$ cat src/hdl/eshc_pkg.sv
// ----------------------------------------------------------------------------
// eshc_pkg
// Types and constants shared by the edge set hash cache modules.
// ----------------------------------------------------------------------------
package eshc_pkg;

   localparam int CFG_W = 11;
   localparam int VAL_W = 32;
   localparam int KEY_W = 64;
   localparam int NODE_W = 8;
   localparam int COLOR_W = 2;
   localparam int OUTCOME_W = 3;
   localparam int STEP_W = 2;

   localparam logic [KEY_W-1:0] FNV_BASIS = 64'hCBF2_9CE4_8422_2325;
   // prime is 2^40 + 0x1b3
   localparam int FNV_SHIFT = 40;
   localparam logic [8:0] FNV_LOW = 9'h1B3;
   localparam logic [CFG_W-1:0] COUNT_MAX = 11'h7FF;
   localparam logic [CFG_W-1:0] LIMIT_RESET = 11'd768;
   localparam logic [STEP_W-1:0] STEP_LAST = 2'd2;
   localparam logic [STEP_W-1:0] STEP_U = 2'd0;
   localparam logic [STEP_W-1:0] STEP_V = 2'd1;

   typedef enum logic [OUTCOME_W-1:0] {
      OUT_HIT = 3'd0,
      OUT_MISS = 3'd1,
      OUT_INSERTED = 3'd2,
      OUT_UPDATED = 3'd3,
      OUT_FULL = 3'd4,
      OUT_EXHAUSTED = 3'd5,
      OUT_EMPTY = 3'd6
   } outcome_type;

   typedef enum logic [7:0] {
      ST_CLEAR = 8'b0000_0001,
      ST_IDLE = 8'b0000_0010,
      ST_MUL = 8'b0000_0100,
      ST_DECIDE = 8'b0000_1000,
      ST_READ = 8'b0001_0000,
      ST_CHECK = 8'b0010_0000,
      ST_OUT = 8'b0100_0000
   } state_type;

   typedef struct packed {
      logic clr_en;
      logic take;
      logic mul_en;
      logic decide_en;
      logic rd_en;
      logic chk_en;
      logic out_en;
   } cmd_type;

   typedef struct packed {
      logic in_live;
      logic in_last;
      logic item_last;
      logic mul_last;
      logic early_exit;
      logic chk_done;
      logic clr_last;
      logic rsp_free;
   } status_type;

endpackage

$ cat src/hdl/eshc_ctrl.sv
// ----------------------------------------------------------------------------
// eshc_ctrl
// Sequencer for clearing, hashing, probing and result hand-off.
// ----------------------------------------------------------------------------
module eshc_ctrl import eshc_pkg::*; (
   input  logic clock,
   input  logic reset,
   input  logic req_valid,
   input  status_type status,
   output cmd_type cmd,
   output logic req_ready
);

   state_type state_ff, state_in;

   always_ff @(posedge clock) begin
      if (reset) begin
         state_ff <= ST_CLEAR;
      end else begin
         state_ff <= state_in;
      end
   end

   always_comb begin
      state_in = state_ff;
      cmd = '0;
      req_ready = 1'b0;
      case (state_ff)
         ST_CLEAR: begin
            cmd.clr_en = 1'b1;
            if (status.clr_last) begin
               state_in = ST_IDLE;
            end
         end
         ST_IDLE: begin
            req_ready = 1'b1;
            if (req_valid) begin
               cmd.take = 1'b1;
               if (status.in_live) begin
                  state_in = ST_MUL;
               end else if (status.in_last) begin
                  state_in = ST_DECIDE;
               end
            end
         end
         ST_MUL: begin
            cmd.mul_en = 1'b1;
            if (status.mul_last) begin
               state_in = status.item_last ? ST_DECIDE : ST_IDLE;
            end
         end
         ST_DECIDE: begin
            cmd.decide_en = 1'b1;
            state_in = status.early_exit ? ST_OUT : ST_READ;
         end
         ST_READ: begin
            cmd.rd_en = 1'b1;
            state_in = ST_CHECK;
         end
         ST_CHECK: begin
            cmd.chk_en = 1'b1;
            state_in = status.chk_done ? ST_OUT : ST_READ;
         end
         ST_OUT: begin
            cmd.out_en = 1'b1;
            if (status.rsp_free) begin
               state_in = ST_IDLE;
            end
         end
         default: begin
            state_in = ST_CLEAR;
         end
      endcase
   end

endmodule

$ cat config.mk
export PLATFORM = sky130hd
export DESIGN_NAME = eshc_ctrl
export DESIGN_NICKNAME = d
export VERILOG_FILES = /design/src/hdl/eshc_pkg.sv /design/src/hdl/eshc_ctrl.sv
export SDC_FILE = /design/constraint.sdc
export NUM_CORES = 1
export LEC_CHECK = 0
export ABC_CLOCK_PERIOD_IN_PS = 4100
export BUFFER_PORTS_ARGS = -buffer_cell sky130_fd_sc_hd__buf_2
export CAP_MARGIN = 15
export CELL_PAD_IN_SITES_DETAIL_PLACEMENT = 0
export CELL_PAD_IN_SITES_GLOBAL_PLACEMENT = 1
export CORE_MARGIN = 3
export CORE_UTILIZATION = 38
export CTS_BUF_LIST = sky130_fd_sc_hd__clkbuf_4 sky130_fd_sc_hd__clkbuf_8
export CTS_CLUSTER_SIZE = 24
export DETAILED_ROUTE_END_ITERATION = 10
export PLACE_DENSITY = 0.95
export SLEW_MARGIN = 5
export SYNTH_ARGS = -nofsm -noshare
export SYNTH_HDL_FRONTEND = slang
export SYNTH_SLANG_ARGS = --single-unit
export TNS_END_PERCENT = 20
$ cat constraint.sdc
create_clock -name clock -period 4.1 [get_ports clock]
set_clock_uncertainty 0.2 [all_clocks]
set_input_delay 0.615 -clock clock [delete_from_list [all_inputs] [get_ports clock]]
set_output_delay 0.615 -clock clock [all_outputs]
set_load 0.02 [all_outputs]
# Yosys cells after proc, flatten, opt, wreduce, memory -nomap -nowiden
# Cells that the tools add are included.
# op_classes
n_reduce_logical,1
n_mux,19
n_eq_ne,12
# ops
operator,n
one-hot mux 8 bit (7 select lines),1
2-to-1 mux 8 bit,6
2-to-1 mux 7 bit,2
2-to-1 mux 1 bit,9
== test 8 x 1 -> 1 bit (second input constant),1
== test 8 x 2 -> 1 bit (second input constant),1
== test 8 x 3 -> 1 bit (second input constant),1
== test 8 x 4 -> 1 bit (second input constant),1
== test 8 x 5 -> 1 bit (second input constant),1
== test 8 x 6 -> 1 bit (second input constant),1
== test 8 x 7 -> 1 bit (second input constant),1
inequality test 2 bit (second input constant),4
AND reduction 5 bit,1
2-to-1 mux 4 bit,1
inequality test 3 bit (second input constant),1
# word_totals
word_cells,33
register_bits,8
output_inout_bits,8

# Longest topological paths before layout
# depth
word_depth,4
depth_mapped,5
ltp_nobuf,4

# Worst setup path before layout
# Ideal clock, no wire load.
# synth_path
kind,register to output
from,reg state_ff[0]
to,out cmd[5] (netlist bit)
slack_ns,1.768
path_stages_with_launch,5
path_buffers,1
arrival_ns,1.517
cell_sequence,dfxtp_1 > buf_6 > or4b_1 > nor2_2 > and2_1
# synth_lines
item,line_no,text
from (decl),eshc_ctrl.sv:14,"state_type state_ff, state_in;"
from (signal assigned),eshc_ctrl.sv:20,state_ff <= state_in;
to (decl),eshc_ctrl.sv:10,"output cmd_type cmd,"

==> impl_metrics.csv <==
group,metric,value,unit
outcome,status,"finished, final reports clean",
sta,fmax,0.395,GHz
final_layout,drive_above_1_share,31.4,%
yosys,yosys_warnings,0,
setup_path,startpoint,"state_ff[1]",
global_routing,grt_max_degree,11,
route,antenna_left,0,
sta,slew_viol_final,0,
route,vias,561,
yosys,yosysSeqAreaShare,25.3,%
sta,rsz0062_at_grt,"false",
flow_run,maxCapViolCount,0,
yosys,ys_ff_latch,7,
cts,post_cts.repair.setup_buffers,0,
yosys,synth_area,553,um2
cts,cts-root-buf,"clkbuf_4",
final_layout,largest_register,"state_ff",
final_layout,fillers,137,
route,wl_per_cell,12.6,um
floorplanning,core,0.00133,mm2
pwr,p_per_area,336,mW/mm2
final_layout,area_delta_synth_final,15.6,%
global_routing,grt_usage,14.8,%
cts,cts_buffers,3,
floorplanning,dieArea,0.00195,mm2
setup_path,reg2reg_to,"state_ff[3]",
final_layout,reg.largest.list,"state_ff (7)",
pwr,p_sw_share,32.4,%
sta,final.period_utilization,61.8,%
global_routing,antenna_found_initial,0,
sta,min_period,2.53,ns
yosys,synth.net_count,80,
setup_path,crit_end,"cmd[5]",
route,wirelength,1270,um
final_layout,largest_reg_flops,7,
final_layout,final_nets,98,
place,port_buffers,18,
setup_path,r2r_slack,2.29,ns
route,drc,0,
cts,clkTransAtPathRegs,0.06,ns
cts,hold_buffers,0,
sta,setup_tns,0,ns
pwr,power_frac_comb,26.5,%
yosys,syn_inst,69,
cts,cts_tree,"built",
cts,post_cts_resized,0,
min_path,hold_path.class,"input port to flop",
sta,tightestPinTransition,0.398,ns
min_path,min-delay-start,"reset",
route,initialDrtViolationCount,16,
sta,slew_headroom,73.4,%
final_layout,fin_area,639,um2
global_routing,first_global_vias,496,
pwr,pwr-share-seq,40.0,%
cts,cts.htree.levels,1,
pwr,vdd_ir_drop_max,0.000161,V
setup_path,cp-start-kind,"flop",
cts,cts.sinks,7,
setup_path,timing.rr.start,"state_ff[0]",
floorplanning,die_h,44.2,um
place,place.gp.congestion,0.794,
setup_path,reg2reg_depth,4,
place,place_area,609,um2
setup_path,worst_setup_path_end_kind,"output pin",
global_routing,grt_first_pass_wirelength,2140,um
floorplanning,initial_core_util,41.5,%
cts,cts.path.max_buffers,2,
cts,clk-insertion-delay-late,0.26,ns
yosys,yosysUniqueCellTypes,34,
sta,hold_violations,0,
place,place_hpwl,980,um
floorplanning,rows,13,
floorplanning,ioPinCount,19,
yosys,avgSynthCellArea,8.01,um2
setup_path,critPathMaxFanout,9,
pwr,p_leak,0.300,nW
route,drt_pass1_iterations,4,
pwr,netSwitchingPower,0.0000697,W
setup_path,worstPathArrival,1.72,ns
route,viasPerCell,5.55,
global_routing,grt_overflow,0,
sta,setup_violations,0,
setup_path,setup.worst_path.class,"flop to output pin",
pwr,internal_power,0.000145,W
floorplanning,die_x,44.2,um
setup_path,cp.required,3.28,ns
pwr,clkPwrFrac,33.5,%
final_layout,antenna_cells,0,
==> cells in the mapped netlist <==
master | number | area [um2]
buf_4 | 1 | 7.51
buf_6 | 4 | 45.0
a21oi_1 | 3 | 15.0
and2_1 | 1 | 6.26
nor4_1 | 2 | 12.5
o211ai_1 | 1 | 7.51
nor2_2 | 1 | 6.26
or4_1 | 1 | 7.51
o32ai_1 | 1 | 8.76
or2_1 | 1 | 6.26
dfxtp_1 | 7 | 140
nor3_1 | 1 | 5.00
nor4b_2 | 1 | 15.0
nor3b_1 | 1 | 7.51
a32oi_1 | 1 | 8.76
xor2_1 | 2 | 17.5
and3_1 | 2 | 12.5
nand4_1 | 1 | 6.26
nand3_1 | 4 | 20.0
nand4b_1 | 1 | 8.76
a22oi_1 | 1 | 7.51
nor4_4 | 1 | 21.3
o31ai_2 | 1 | 12.5
and4_1 | 1 | 8.76
nand2_1 | 3 | 11.3
nor2_1 | 9 | 33.8
a2bb2oi_1 | 1 | 8.76
inv_1 | 8 | 30.0
a41oi_1 | 1 | 8.76
o21ai_0 | 2 | 10.0
nor4b_1 | 1 | 8.76
or3_4 | 1 | 11.3
or4b_1 | 1 | 10.0
a31oi_1 | 1 | 6.26
==> worst min-delay path by stage <==
stage	endpoint	cells after the start	slack, ns
finish	state_ff[2]	2	0.35
detailed placement	state_ff[5]	2	0.40
global placement	state_ff[5]	2	0.40
floorplan	state_ff[5]	3	0.38
global route	state_ff[2]	2	0.35
CTS	state_ff[2]	2	0.34
==> power by group through the flow <==
stage	Combinational (W)	Sequential, W	Clock, W
6_report	0.0000570	0.0000860	0.0000720
2_1_floorplan	0.0000514	0.0000799	0
3_3_place_gp	0.0000572	0.0000867	0
3_5_place_dp	0.0000574	0.0000875	0
4_1_cts	0.0000580	0.0000861	0.0000752
5_1_grt	0.0000637	0.0000880	0.0000798
==> critical path, cell delays in order, from the launching register on <==
cell and delay, ns:
dfxtp_1 0.51, or4b_1 0.51, nor2_2 0.15, and2_1 0.14
buf_2 0.15
==> cells by family (layout without fill, tap and decap cells) <==
logic type | after synthesis | in the layout | synth area share [%]
xor+xnor | 2 | 2 | 3.17
simple gates | 34 | 34 | 39.6
flops | 7 | 7 | 25.3
compound gates | 13 | 13 | 17.0
buf+inv | 13 | 30 | 14.9
==> cell type report <==
type | count | area, um2 | area share (%)
multi-input combinational | 49 | 330 | 51.7
timing repair buffer | 18 | 90.1 | 14.1
sequential | 7 | 140 | 21.9
clock buffer | 4 | 30.0 | 4.70
tap | 15 | 18.8 | 2.94
inverter | 8 | 30.0 | 4.70
==> routing by layer <==
| metal | vias to the layer above | GRT usage (%) | part of all wire, % |
|---|---|---|---|
| met5 | - | 0 | 0 |
| met4 | 0 | 7.23 | 1.7 |
| met3 | 2 | 4.47 | 11 |
| met2 | 25 | 23.3 | 44 |
| met1 | 252 | 18.3 | 43 |
| li1 | 282 | - | - |
==> through the flow <==
step                util (%)  setup slack (ns)  power, W  hold slack, ns  instances
floorplan                  -              1.77  0.000131           0.377         69
global placement        45.7              1.87  0.000144           0.400         97
detailed placement      45.7              1.85  0.000145           0.405         97
CTS                     47.9              1.55  0.000219           0.343        101
global route            47.9              1.44  0.000231           0.347        101
finish                  47.9              1.57  0.000215           0.351        101
==> placed cells by master (no fill, tap or decap), drive strengths merged, types with 2 or more instances in the layout <==
master	instances
a21oi	3
o21ai	2
buf	18
and3	2
inv	8
nand3	4
xor2	2
nor4b	2
clkbuf	4
nand2	3
nor2	10
nor4	3
dfxtp	7
Note: power is estimated with default switching activity, not from simulation.
